===== config.mk =====
export PLATFORM = sky130hd
export DESIGN_NAME = sack_receiver_scoreboard
export DESIGN_NICKNAME = d
export VERILOG_FILES = /design/src/sv/sack_pkg.sv /design/src/sv/sack_receiver_scoreboard.sv /design/src/sv/sack_ctrl.sv /design/src/sv/sack_dp.sv
export SDC_FILE = /design/constraint.sdc
export NUM_CORES = 1
export LEC_CHECK = 0
export ABC_AREA = 1
export ABC_CLOCK_PERIOD_IN_PS = 6350
export BUFFER_PORTS_ARGS = -buffer_cell sky130_fd_sc_hd__buf_2
export CELL_PAD_IN_SITES_DETAIL_PLACEMENT = 0
export CELL_PAD_IN_SITES_GLOBAL_PLACEMENT = 1
export CORE_MARGIN = 1
export CORE_UTILIZATION = 43
export CTS_CLUSTER_DIAMETER = 50
export CTS_CLUSTER_SIZE = 8
export DETAILED_ROUTE_END_ITERATION = 6
export GPL_ROUTABILITY_DRIVEN = 0
export PLACE_DENSITY_LB_ADDON = 0.25
export SYNTH_ARGS = -nofsm -noshare
export SYNTH_HDL_FRONTEND = slang
export SYNTH_SLANG_ARGS = --single-unit
export TNS_END_PERCENT = 100

===== constraint.sdc =====
create_clock -name clk_i -period 6.35 [get_ports clk_i]
set_input_delay 0.635 -clock clk_i [delete_from_list [all_inputs] [get_ports clk_i]]
set_output_delay 0.635 -clock clk_i [all_outputs]
set_load 0.02 [all_outputs]

===== src/sv/sack_pkg.sv =====
package sack_pkg;

  localparam int unsigned MaxSegments = 64;
  localparam int unsigned IndexW      = 6;
  localparam int unsigned PointW      = IndexW + 1;
  localparam int unsigned BytesW      = 14;
  localparam int unsigned HeaderW     = 8;
  localparam int unsigned OffsetW     = 20;
  localparam int unsigned CountW      = 32;
  localparam int unsigned CfgIdxW     = 1;

  localparam logic [CfgIdxW-1:0] CfgSegmentBytes = 1'b0;
  localparam logic [CfgIdxW-1:0] CfgHeaderBytes  = 1'b1;

  localparam logic [BytesW-1:0]  SegmentBytesRst = 14'd1460;
  localparam logic [HeaderW-1:0] HeaderBytesRst  = 8'd40;
  localparam logic [OffsetW-1:0] PayloadMax      = '1;

  typedef struct packed {
    logic [IndexW-1:0] segment_index;
    logic [BytesW-1:0] packet_bytes;
  } in_t;

  typedef struct packed {
    logic [OffsetW-1:0] cumulative_ack;
    logic [OffsetW-1:0] sack_offset;
    logic               sack_valid;
    logic               was_duplicate;
    logic [OffsetW-1:0] payload_total;
    logic               last_of_run;
  } out_t;

  typedef enum logic [2:0] {
    StIdle,
    StUpdate,
    StAdvance,
    StAck,
    StList,
    StFinal
  } state_e;

  // sequencer -> datapath
  typedef struct packed {
    logic accept;
    logic update;
    logic advance;
    logic ack_load;
    logic list_step;
    logic emit_mid;
    logic emit_last;
  } ctl_t;

  // datapath -> sequencer
  typedef struct packed {
    logic ign;
    logic adv_hit;
    logic scan_end;
    logic bit_set;
    logic pend;
    logic out_free;
  } sts_t;

endpackage


===== src/sv/sack_receiver_scoreboard.sv =====
// Selective-ack receive scoreboard. Each item is one arriving segment; the block
// marks it in a 64-entry received map, adds its payload to a saturating total,
// advances the in-order point and then reports the cumulative ack plus one
// result per received segment beyond the first gap (an ack-only result when
// there is none), the final one flagged last_of_run. A sequencer walks the map
// one index per cycle, pausing while listing if an earlier result still waits
// in the output register (an index at or beyond MAX_SEGMENTS skips the walk),
// and a single 7x14 multiplier turns the ack and each listed index into a byte
// offset. in_ready_o is high only between items; results leave through an
// output register, so the next item may be taken while the last result still
// waits.
// Configuration (index 0 segment size, index 1 header size) is always ready.
module sack_receiver_scoreboard #(
  parameter int unsigned MAX_SEGMENTS = sack_pkg::MaxSegments
) (
  input  logic                         clk_i,
  input  logic                         rst_ni,
  input  logic                         in_valid_i,
  output logic                         in_ready_o,
  input  sack_pkg::in_t                in_data_i,
  output logic                         out_valid_o,
  input  logic                         out_ready_i,
  output sack_pkg::out_t               out_data_o,
  input  logic                         cfg_valid_i,
  output logic                         cfg_ready_o,
  input  logic [sack_pkg::CfgIdxW-1:0] cfg_index_i,
  input  logic [sack_pkg::BytesW-1:0]  cfg_data_i
);

  sack_pkg::ctl_t ctl;
  sack_pkg::sts_t sts;

  assign cfg_ready_o = 1'b1;

  sack_ctrl u_ctrl (
    .clk_i      (clk_i),
    .rst_ni     (rst_ni),
    .in_valid_i (in_valid_i),
    .in_ready_o (in_ready_o),
    .sts_i      (sts),
    .ctl_o      (ctl)
  );

  sack_dp #(
    .MAX_SEGMENTS (MAX_SEGMENTS)
  ) u_dp (
    .clk_i       (clk_i),
    .rst_ni      (rst_ni),
    .in_data_i   (in_data_i),
    .cfg_valid_i (cfg_valid_i),
    .cfg_index_i (cfg_index_i),
    .cfg_data_i  (cfg_data_i),
    .out_ready_i (out_ready_i),
    .out_valid_o (out_valid_o),
    .out_data_o  (out_data_o),
    .ctl_i       (ctl),
    .sts_o       (sts)
  );

endmodule


===== src/sv/sack_ctrl.sv =====
module sack_ctrl (
  input  logic            clk_i,
  input  logic            rst_ni,
  input  logic            in_valid_i,
  output logic            in_ready_o,
  input  sack_pkg::sts_t  sts_i,
  output sack_pkg::ctl_t  ctl_o
);

  sack_pkg::state_e state_q, state_d;

  always_ff @(posedge clk_i or negedge rst_ni) begin
    if (!rst_ni) begin
      state_q <= sack_pkg::StIdle;
    end else begin
      state_q <= state_d;
    end
  end

  always_comb begin
    state_d = state_q;
    unique case (state_q)
      sack_pkg::StIdle: begin
        if (in_valid_i) state_d = sack_pkg::StUpdate;
      end
      sack_pkg::StUpdate: begin
        state_d = sts_i.ign ? sack_pkg::StAck : sack_pkg::StAdvance;
      end
      sack_pkg::StAdvance: begin
        if (!sts_i.adv_hit) state_d = sack_pkg::StAck;
      end
      sack_pkg::StAck: begin
        state_d = sts_i.ign ? sack_pkg::StFinal : sack_pkg::StList;
      end
      sack_pkg::StList: begin
        if (sts_i.scan_end) state_d = sack_pkg::StFinal;
      end
      sack_pkg::StFinal: begin
        if (sts_i.out_free) state_d = sack_pkg::StIdle;
      end
      default: state_d = sack_pkg::StIdle;
    endcase
  end

  always_comb begin
    ctl_o      = '0;
    in_ready_o = 1'b0;
    unique case (state_q)
      sack_pkg::StIdle: begin
        in_ready_o   = 1'b1;
        ctl_o.accept = in_valid_i;
      end
      sack_pkg::StUpdate: begin
        ctl_o.update = 1'b1;
      end
      sack_pkg::StAdvance: begin
        ctl_o.advance = sts_i.adv_hit;
      end
      sack_pkg::StAck: begin
        ctl_o.ack_load = 1'b1;
      end
      sack_pkg::StList: begin
        // an earlier entry must leave before a new one is held
        if (!sts_i.scan_end && !(sts_i.bit_set && sts_i.pend && !sts_i.out_free)) begin
          ctl_o.list_step = 1'b1;
          ctl_o.emit_mid  = sts_i.bit_set && sts_i.pend;
        end
      end
      sack_pkg::StFinal: begin
        ctl_o.emit_last = sts_i.out_free;
      end
      default: ;
    endcase
  end

endmodule


===== src/sv/sack_dp.sv =====
module sack_dp #(
  parameter int unsigned MAX_SEGMENTS = sack_pkg::MaxSegments
) (
  input  logic                                clk_i,
  input  logic                                rst_ni,
  input  sack_pkg::in_t                       in_data_i,
  input  logic                                cfg_valid_i,
  input  logic [sack_pkg::CfgIdxW-1:0]        cfg_index_i,
  input  logic [sack_pkg::BytesW-1:0]         cfg_data_i,
  input  logic                                out_ready_i,
  output logic                                out_valid_o,
  output sack_pkg::out_t                      out_data_o,
  input  sack_pkg::ctl_t                      ctl_i,
  output sack_pkg::sts_t                      sts_o
);

  // only indexes below 64 can ever arrive
  localparam int unsigned MapDepth = (MAX_SEGMENTS < 64) ? MAX_SEGMENTS : 64;
  localparam int unsigned MapIw    = $clog2(MapDepth);

  logic [sack_pkg::BytesW-1:0]  seg_bytes_q;
  logic [sack_pkg::HeaderW-1:0] hdr_bytes_q;

  sack_pkg::in_t                in_q;
  logic [MapDepth-1:0]          map_q;
  logic [sack_pkg::IndexW-1:0]  hi_q;
  logic [sack_pkg::PointW-1:0]  point_q;
  logic [sack_pkg::PointW-1:0]  s_q;
  logic [sack_pkg::OffsetW-1:0] pay_q;
  logic [sack_pkg::CountW-1:0]  dup_cnt_q;
  logic                         dup_q;
  logic                         ign_q;
  logic [sack_pkg::OffsetW-1:0] ack_q;
  logic                         pend_q;
  logic [sack_pkg::OffsetW-1:0] pend_off_q;
  logic                         out_valid_q;
  sack_pkg::out_t               out_q;

  logic                         ign;
  logic [MapIw-1:0]             in_idx;
  logic                         in_seen;
  logic [sack_pkg::BytesW:0]    pay_add;
  logic [sack_pkg::OffsetW:0]   pay_sum;
  logic                         s_in_range;
  logic                         s_bit;
  logic [sack_pkg::PointW-1:0]  mul_a;
  logic [sack_pkg::PointW+sack_pkg::BytesW-1:0] mul_p;

  assign ign     = 32'(in_q.segment_index) >= MAX_SEGMENTS;
  assign in_idx  = in_q.segment_index[MapIw-1:0];
  assign in_seen = map_q[in_idx];
  assign pay_add = (in_q.packet_bytes > sack_pkg::BytesW'(hdr_bytes_q))
                 ? {1'b0, in_q.packet_bytes - sack_pkg::BytesW'(hdr_bytes_q)} : '0;
  assign pay_sum = {1'b0, pay_q} + (sack_pkg::OffsetW + 1)'(pay_add);

  assign s_in_range = s_q <= sack_pkg::PointW'(hi_q);
  assign s_bit      = s_in_range && map_q[s_q[MapIw-1:0]];

  // shared multiplier: ack in the ack step, entry offsets while listing
  assign mul_a = ctl_i.ack_load ? point_q : s_q;
  assign mul_p = (sack_pkg::PointW + sack_pkg::BytesW)'(mul_a) *
                 (sack_pkg::PointW + sack_pkg::BytesW)'(seg_bytes_q);

  assign sts_o.ign      = ign;
  assign sts_o.adv_hit  = s_bit;
  assign sts_o.scan_end = !s_in_range || ign_q;
  assign sts_o.bit_set  = s_bit;
  assign sts_o.pend     = pend_q;
  assign sts_o.out_free = !out_valid_q || out_ready_i;

  always_ff @(posedge clk_i or negedge rst_ni) begin
    if (!rst_ni) begin
      seg_bytes_q <= sack_pkg::SegmentBytesRst;
      hdr_bytes_q <= sack_pkg::HeaderBytesRst;
    end else if (cfg_valid_i) begin
      unique case (cfg_index_i)
        sack_pkg::CfgSegmentBytes: seg_bytes_q <= cfg_data_i;
        sack_pkg::CfgHeaderBytes:  hdr_bytes_q <= cfg_data_i[sack_pkg::HeaderW-1:0];
        default: ;
      endcase
    end
  end

  always_ff @(posedge clk_i) begin
    if (ctl_i.accept) in_q <= in_data_i;
    if (ctl_i.ack_load) ack_q <= mul_p[sack_pkg::OffsetW-1:0];
    if (ctl_i.list_step && s_bit) pend_off_q <= mul_p[sack_pkg::OffsetW-1:0];
    if (ctl_i.update) begin
      dup_q <= !ign && in_seen;
      ign_q <= ign;
    end
  end

  always_ff @(posedge clk_i or negedge rst_ni) begin
    if (!rst_ni) begin
      map_q     <= '0;
      hi_q      <= '0;
      point_q   <= '0;
      s_q       <= '0;
      pay_q     <= '0;
      dup_cnt_q <= '0;
      pend_q    <= 1'b0;
    end else begin
      if (ctl_i.update) begin
        s_q    <= point_q;
        pend_q <= 1'b0;
        if (!ign) begin
          if (in_seen) begin
            dup_cnt_q <= dup_cnt_q + 1'b1;
          end else begin
            map_q[in_idx] <= 1'b1;
            pay_q <= pay_sum[sack_pkg::OffsetW] ? sack_pkg::PayloadMax
                                                : pay_sum[sack_pkg::OffsetW-1:0];
          end
          if (in_q.segment_index > hi_q) hi_q <= in_q.segment_index;
        end
      end
      if (ctl_i.advance) begin
        s_q     <= s_q + 1'b1;
        point_q <= s_q + 1'b1;
      end
      if (ctl_i.list_step) begin
        s_q <= s_q + 1'b1;
        if (s_bit) pend_q <= 1'b1;
      end
      if (ctl_i.emit_last) pend_q <= 1'b0;
    end
  end

  always_ff @(posedge clk_i or negedge rst_ni) begin
    if (!rst_ni) begin
      out_valid_q <= 1'b0;
    end else if (ctl_i.emit_mid || ctl_i.emit_last) begin
      out_valid_q <= 1'b1;
    end else if (out_ready_i) begin
      out_valid_q <= 1'b0;
    end
  end

  always_ff @(posedge clk_i) begin
    if (ctl_i.emit_mid || ctl_i.emit_last) begin
      out_q.cumulative_ack <= ack_q;
      out_q.sack_offset    <= pend_q ? pend_off_q : '0;
      out_q.sack_valid     <= pend_q;
      out_q.was_duplicate  <= dup_q;
      out_q.payload_total  <= pay_q;
      out_q.last_of_run    <= ctl_i.emit_last;
    end
  end

  assign out_valid_o = out_valid_q;
  assign out_data_o  = out_q;

endmodule


# Word level (Yosys, flattened, before mapping)
# Index checks and enable logic that the tools add are counted.
[totals]
register_bits = 255
elab_cells = 94
[classes]
add_sub_neg = 3
multipliers = 1
magnitude_cmp = 6
n_eq_ne = 9
muxes = 31
bitwise = 3
reduce_logical = 20
[ops]
columns = ["op", "n"]
rows = [
  ["OR 64 bit", 1],
  ["2-to-1 mux 7 bit", 4],
  ["adder 20 x 15 -> 21 bit", 1],
  ["multiplier 7 x 14 -> 20 bit", 1],
  ["2-to-1 mux 20 bit", 1],
  ["one-hot mux 3 bit (6 select lines)", 1],
  ["2-to-1 mux 1 bit", 15],
  ["greater-than comparator 14 x 8 -> 1 bit", 1],
  ["< comparator 6 x 7 -> 1 bit, second input constant", 2],
  ["2-to-1 mux 14 bit", 1],
  ["subtractor 14 x 8 -> 14 bit", 1],
  ["binary-select mux 1 bit (select 6 bit)", 2],
  ["2-to-1 mux 3 bit", 4],
  ["AND reduction 2 bit", 4],
  ["adder 7 x 1 -> 7 bit, second input constant", 1],
  ["<= comparator 7 x 6 -> 1 bit", 1],
  ["demux 1 bit (select 6 bit)", 1],
  ["== test 3 x 2 -> 1 bit, second input constant", 2],
  ["== test 3 bit, second input constant", 2],
  [">= comparator 6 x 1 -> 1 bit, second input constant", 1],
  ["greater-than comparator 6 bit", 1],
  ["logical AND 1 bit", 6],
  ["logical NOT 1 bit", 4],
  ["2-to-1 mux 2 bit", 2],
  ["other kinds (9)", 13],
]

# Logic depth before layout (Yosys ltp)
[depth]
word_depth = 11
mapped_depth = 30

# Cells and area by module
# From an unflattened synthesis, not the netlist that was laid out.
[hier_totals]
cells_unflattened = 1734
area_unflattened_um2 = 15386.0
[by_module_without_submodules]
columns = ["module", "n_inst", "cells_each", "area_each_um2", "seq_area_each_um2"]
rows = [
  ["sack_dp", 1, 1692, 15135.8, 6936.7],
  ["sack_ctrl", 1, 40, 239.0, 75.1],
  ["sack_receiver_scoreboard", 1, 2, 11.3, 0.0],
]

# Least setup slack after synthesis
# No wires, ideal clock.
[synth_path]
kind = "register -> register"
from = "reg u_ctrl.state_q[0]"
to = "reg u_dp.ack_q[15] (netlist name) (data pin)"
setup_ns = 0.263
arrival_time_ns = 6.707
slack_ns = -0.620
path_stages_with_launch = 27
n_path_buf = 2
cell_sequence = "dfrtp_1 > inv_1 > nor3_1 > inv_1 > clkbuf_1 > o21ai_0 > clkbuf_1 > nor2_1 > fa_1 > inv_1 > fa_1 > inv_1 > fa_1 > inv_1 > fa_1 > inv_1 > ha_1 > nand2_1 > o21ai_0 > a21o_1 > nand3_1 > nand2_1 > nor2_1 > o21ai_0 > nand2_1 > nand2_1 > xor2_1"
[synth_between]
elab_chain_len = 4
[synth_lines]
columns = ["item", "line_no", "rtl"]
rows = [
  ["start, declared", "sack_ctrl.sv:10", "sack_pkg::state_e state_q, state_d;"],
  ["start signal, assigned", "sack_ctrl.sv:14", "state_q <= sack_pkg::StIdle;"],
  ["start signal, assigned", "sack_ctrl.sv:16", "state_q <= state_d;"],
  ["== test 3 x 2 -> 1 bit", "sack_ctrl.sv:48", "unique case (state_q)"],
  ["2-to-1 mux 1 bit", "sack_ctrl.sv:48", ""],
  ["2-to-1 mux 7 bit", "sack_dp.sv:60", "assign mul_a = ctl_i.ack_load ? point_q : s_q;"],
  ["multiplier 7 x 14 -> 20 bit", "sack_dp.sv:61", "assign mul_p = (sack_pkg::PointW + sack_pkg::BytesW)'(mul_a) *"],
  ["named net u_dp.mul_p, one bit", "sack_dp.sv:47", "logic [sack_pkg::PointW+sack_pkg::BytesW-1:0] mul_p;"],
  ["end signal, assigned", "sack_dp.sv:86", "if (ctl_i.ack_load) ack_q <= mul_p[sack_pkg::OffsetW-1:0];"],
  ["end, declared", "sack_dp.sv:33", "logic [sack_pkg::OffsetW-1:0] ack_q;"],
]
# The timed path passes the listed nets, and every way through them passes these cells.
# A chain may end at the register's enable or synchronous reset.

# Final worst setup path
# Ends and elaborated chain as after synthesis.

==> impl_metrics.prom <==
# TYPE chip_impl_metric gauge
chip_impl_info{name="status",value="finished clean"} 1
chip_impl_metric{name="postSynthCellCount",unit=""} 1700
chip_impl_metric{name="synth_cell_types",unit=""} 52
chip_impl_info{name="cts_tree",value="done"} 1
chip_impl_info{name="top_cells_by_area_in_the_synthesized_netlist",value="edfxtp_1 24%, dfrtp_1 20%, nand2_1 10%"} 1
chip_impl_metric{name="max-vdd-ir-drop",unit="mV"} 0.349
chip_impl_metric{name="intPower",unit="mW"} 5.63
chip_impl_metric{name="pwr-share-clk",unit="%"} 21.9
chip_impl_metric{name="cts-root-to-sink-buffers",unit=""} 3
chip_impl_metric{name="period_share",unit="%"} 86.6
chip_impl_metric{name="switching_share",unit="%"} 43.8
chip_impl_metric{name="drt-initial-drc-count",unit=""} 873
chip_impl_metric{name="grt_start_max_net_pins",unit=""} 67
chip_impl_metric{name="power.net_switching",unit="mW"} 4.38
chip_impl_info{name="regToRegStartpoint",value="u_ctrl.state_q[0]"} 1
chip_impl_metric{name="cp_slowest_stage_delay",unit="ns"} 0.55
chip_impl_info{name="min_path_type",value="input pin to asynchronous set/reset pin"} 1
chip_impl_info{name="unrepaired_setup_endpoints_after_global_routing",value="false"} 1
chip_impl_info{name="most_numerous_cell_types_in_the_synthesized_netlist",value="423 x nand2_1, 246 x inv_1, 145 x nor2_1, 124 x edfxtp_1, 123 x dfrtp_1"} 1
chip_impl_metric{name="clock_insertion_delay_worst_skew",unit="ns"} 0.57
chip_impl_metric{name="power.share.combinational",unit="%"} 50.7
chip_impl_metric{name="first_pass_grt_wire_length",unit="um"} 61100
chip_impl_metric{name="design.die.area",unit="um2"} 36200
chip_impl_metric{name="crit_arrival",unit="ns"} 5.91
chip_impl_metric{name="power_frac_seq",unit="%"} 27.5
chip_impl_metric{name="final.min_clock_period",unit="ns"} 5.50
chip_impl_info{name="synth_top_flop_cell",value="edfxtp_1"} 1
chip_impl_metric{name="synthesis.area",unit="um2"} 15200
chip_impl_metric{name="route.final.wire_length",unit="um"} 37500
chip_impl_metric{name="area_growth_synth_to_finish",unit="%"} 16.1
chip_impl_metric{name="worst_slew_pin_slew",unit="ns"} 1.25
chip_impl_metric{name="rows",unit=""} 68
chip_impl_metric{name="pre_antenna_drt_iters",unit=""} 5
chip_impl_metric{name="gr-usage-all-layers",unit="%"} 21.6
chip_impl_metric{name="synthesized_netlist_net_count",unit=""} 1872
chip_impl_metric{name="cellLeakagePower",unit="nW"} 8.45
chip_impl_info{name="startpoint",value="u_ctrl.state_q[0]"} 1
chip_impl_metric{name="initial_core_util",unit="%"} 43.9
chip_impl_metric{name="crit_required",unit="ns"} 6.76
chip_impl_metric{name="synth.top_cell.area_share",unit="%"} 24.4
chip_impl_metric{name="tritoncts.num_buffers",unit=""} 42
chip_impl_metric{name="final_area",unit="um2"} 17700
chip_impl_metric{name="wire_per_inst",unit="um"} 16.2
chip_impl_metric{name="cts_max_level",unit=""} 2
chip_impl_metric{name="cts.reportedPaths.clkPinSlew",unit="ns"} 0.05
chip_impl_metric{name="die-width",unit="um"} 190
chip_impl_metric{name="cts_sinks",unit=""} 255
chip_impl_metric{name="layout.cells.non_filler",unit=""} 2316
chip_impl_metric{name="fraction_of_layout_instances_using_a_drive_strength_above_1",unit="%"} 12.6
chip_impl_metric{name="synth_area_per_cell",unit="um2"} 8.96
chip_impl_info{name="clock_tree.root_cell",value="clkbuf_16"} 1
chip_impl_metric{name="finalSetupViolations",unit=""} 0
chip_impl_metric{name="synthArstFlopShare",unit="%"} 51.4
chip_impl_metric{name="setup_total_negative_slack",unit="ns"} 0
chip_impl_info{name="post-synth-top-area-cell",value="edfxtp_1"} 1
chip_impl_metric{name="yosysWarningCount",unit=""} 0
chip_impl_metric{name="final.fill_count",unit=""} 3289
chip_impl_metric{name="synth.yosys.seq_area_share",unit="%"} 46.0
chip_impl_metric{name="synth-edff-count",unit=""} 124
chip_impl_metric{name="core_region_area",unit="um2"} 34700
chip_impl_metric{name="drt_drc_violations_left",unit=""} 0
chip_impl_metric{name="postPlaceCellArea",unit="um2"} 16300
chip_impl_metric{name="finalPower",unit="mW"} 10.0
chip_impl_metric{name="post-place-cells",unit=""} 2240
chip_impl_metric{name="antenna_cells",unit=""} 0
chip_impl_metric{name="timing.max_slew.rel_slack",unit="%"} 16.1
chip_impl_metric{name="grt_antenna_before_repair",unit=""} 0
chip_impl_metric{name="timing.critical_path.fanout_max",unit=""} 14
chip_impl_metric{name="final_core_utilization",unit="%"} 50.9
chip_impl_metric{name="port_buffers",unit=""} 104
chip_impl_metric{name="dp_hpwl",unit="um"} 27600
chip_impl_info{name="crit_path_start_kind",value="register"} 1
chip_impl_info{name="master_of_the_slowest_instance_on_the_critical_path",value="fa_1"} 1
chip_impl_metric{name="timing.critical_path.buf_inv",unit=""} 7
chip_impl_metric{name="cts.repair.resized",unit=""} 0
chip_impl_info{name="most_common_cell_in_the_netlist",value="nand2_1"} 1
chip_impl_metric{name="grt_overflow",unit=""} 0
chip_impl_metric{name="fmax",unit="MHz"} 182
chip_impl_metric{name="synth-seq-cells",unit=""} 255
chip_impl_info{name="worst-setup-path-type",value="register to register"} 1
chip_impl_metric{name="finalHoldViolCount",unit=""} 0
chip_impl_metric{name="finalMaxSlewViolations",unit=""} 0
chip_impl_metric{name="antenna_violating_nets_post_route",unit=""} 0
chip_impl_metric{name="post_cts_hold_buffer_count",unit=""} 0
chip_impl_metric{name="detailroute.via_count",unit=""} 11652
chip_impl_metric{name="power.density_cell_area",unit="nW/um2"} 566
chip_impl_metric{name="first_global_vias",unit=""} 11606
chip_impl_metric{name="num_io_pins",unit=""} 106
chip_impl_info{name="worst_path_dominant_cell_family",value="adder cells"} 1
chip_impl_info{name="crit_path_end_kind",value="register"} 1
chip_impl_metric{name="die-height",unit="um"} 190
chip_impl_metric{name="total_of_max_cap_violations",unit=""} 0
chip_impl_metric{name="post-cts-setup-buffers",unit=""} 0
chip_impl_metric{name="worst_clock_skew",unit="ns"} 0.0332
chip_impl_metric{name="fin_nets",unit=""} 2001
chip_impl_metric{name="post_drt_via_cell_ratio",unit=""} 5.03
[logic make-up (layout without fill, tap and decap cells)]
kind of cell             count (synthesis)  after routing  share of synthesized area (%)
other                                    1              1                         0.0246
AO/OA/AOI/OAI                          260            260                           10.2
flip-flops                             255            255                           46.0
AND/OR/NAND/NOR                        703            703                           19.3
buffers and inverters                  301            462                           7.89
XOR/XNOR                                48             48                           2.76
adder cells (fa/ha/maj)                132            132                           13.8
[sequential cells by signal, summed over array words and instances, names as in the netlist, 8 cells and up]
name	count
u_dp.ack_q	20
u_dp.out_data_o	63
u_dp.hdr_bytes_q	8
u_dp.seg_bytes_q	14
u_dp.map_q	64
u_dp.pend_off_q	20
u_dp.in_q	14
u_dp.pay_q	20
[worst paths after layout]
kind / to / slack, ns / depth (start not counted)
setup / recovery: u_dp.ack_q[15] / 0.85 / 26
hold / removal: u_dp.map_q[46] / 0.06 / 1
setup reg to reg: u_dp.ack_q[15] / 0.85 / 26
hold reg to reg: u_dp.out_data_o[51] / 0.42 / 0
max in group asynchronous: u_dp.map_q[58] / 4.95 / 2
min in group clk_i: u_dp.in_idx[4] / 0.23 / 1
[power by group through the flow]
stage                     Sequential (mW)  Combinational (mW)  Clock (mW)
after floorplan                      2.75                3.81           0
after global placement               2.76                4.99           0
after detailed placement             2.77                5.04           0
after CTS                            2.75                5.10        2.24
after global routing                 2.80                5.84        2.32
final                                2.75                5.07        2.19
[through the flow]
stage | hold WS [ns] | setup WS, ns
2_1_floorplan | 0.339 | 0.0881
3_3_place_gp | 0.401 | 0.882
3_5_place_dp | 0.405 | 0.864
4_1_cts | 0.0788 | 0.850
5_1_grt | 0.110 | 0.368
6_report | 0.0617 | 0.850
[placed cells by master, fill, tap and decap left out, types with 4 or more instances in the layout]
cell / count
clkbuf_8: 5
a22oi_1: 4
inv_1: 246
nor3_1: 13
dfrtp_1: 123
xnor2_1: 16
o21bai_1: 4
nand3_1: 74
o211ai_1: 8
o21bai_4: 10
nor4_1: 4
clkbuf_1: 19
o21ai_0: 118
a21oi_1: 74
edfxtp_1: 124
inv_2: 10
clkbuf_16: 44
xor2_1: 32
fa_1: 60
nand2_1: 423
o22ai_1: 22
nor2_1: 144
dfstp_2: 8
buf_4: 25
ha_1: 72
buf_2: 103
nand3_2: 8
nand4_1: 19
[worst register-to-register path, stage by stage, from the launching register on]
cell     delay, ns
dfrtp_1       0.41
inv_1         0.11
nor3_4        0.18
inv_1         0.18
nand2_1       0.10
o21ai_0       0.07
buf_4         0.19
inv_1         0.12
nand2_1       0.09
fa_1          0.51
fa_1          0.55
inv_1         0.06
fa_1          0.52
inv_1         0.05
fa_1          0.52
inv_1         0.04
ha_1          0.33
nand2_1       0.08
o21ai_0       0.24
a21o_1        0.15
nand3_1       0.08
nand2_1       0.14
nor2_1        0.05
o21ai_0       0.24
nand2_1       0.08
nand2_1       0.08
xor2_1        0.17
[layout make-up]
cell class / instances / area, um2 / share of cell area (%)
timing repair buffer: 129 / 714 / 4.04
clock inverter: 8 / 134 / 0.757
tap: 455 / 569 / 3.22
multi-input combinational: 1144 / 7040 / 39.8
sequential: 255 / 7010 / 39.7
inverter: 257 / 967 / 5.47
clock buffer: 68 / 1240 / 7.02
[routing by layer]
metal | vias up | track usage (%) | part of all wire [%] | wire length, um
met3 | 73 | 3.92 | 5.5 | 2080
met5 | - | 0 | 0 | 0
li1 | 5788 | - | - | -
met1 | 5500 | 29.7 | 47 | 17500
met4 | 0 | 8.40 | 2.8 | 1060
met2 | 291 | 34.0 | 45 | 16900
No activity file was read; power rests on OpenSTA's default activity.
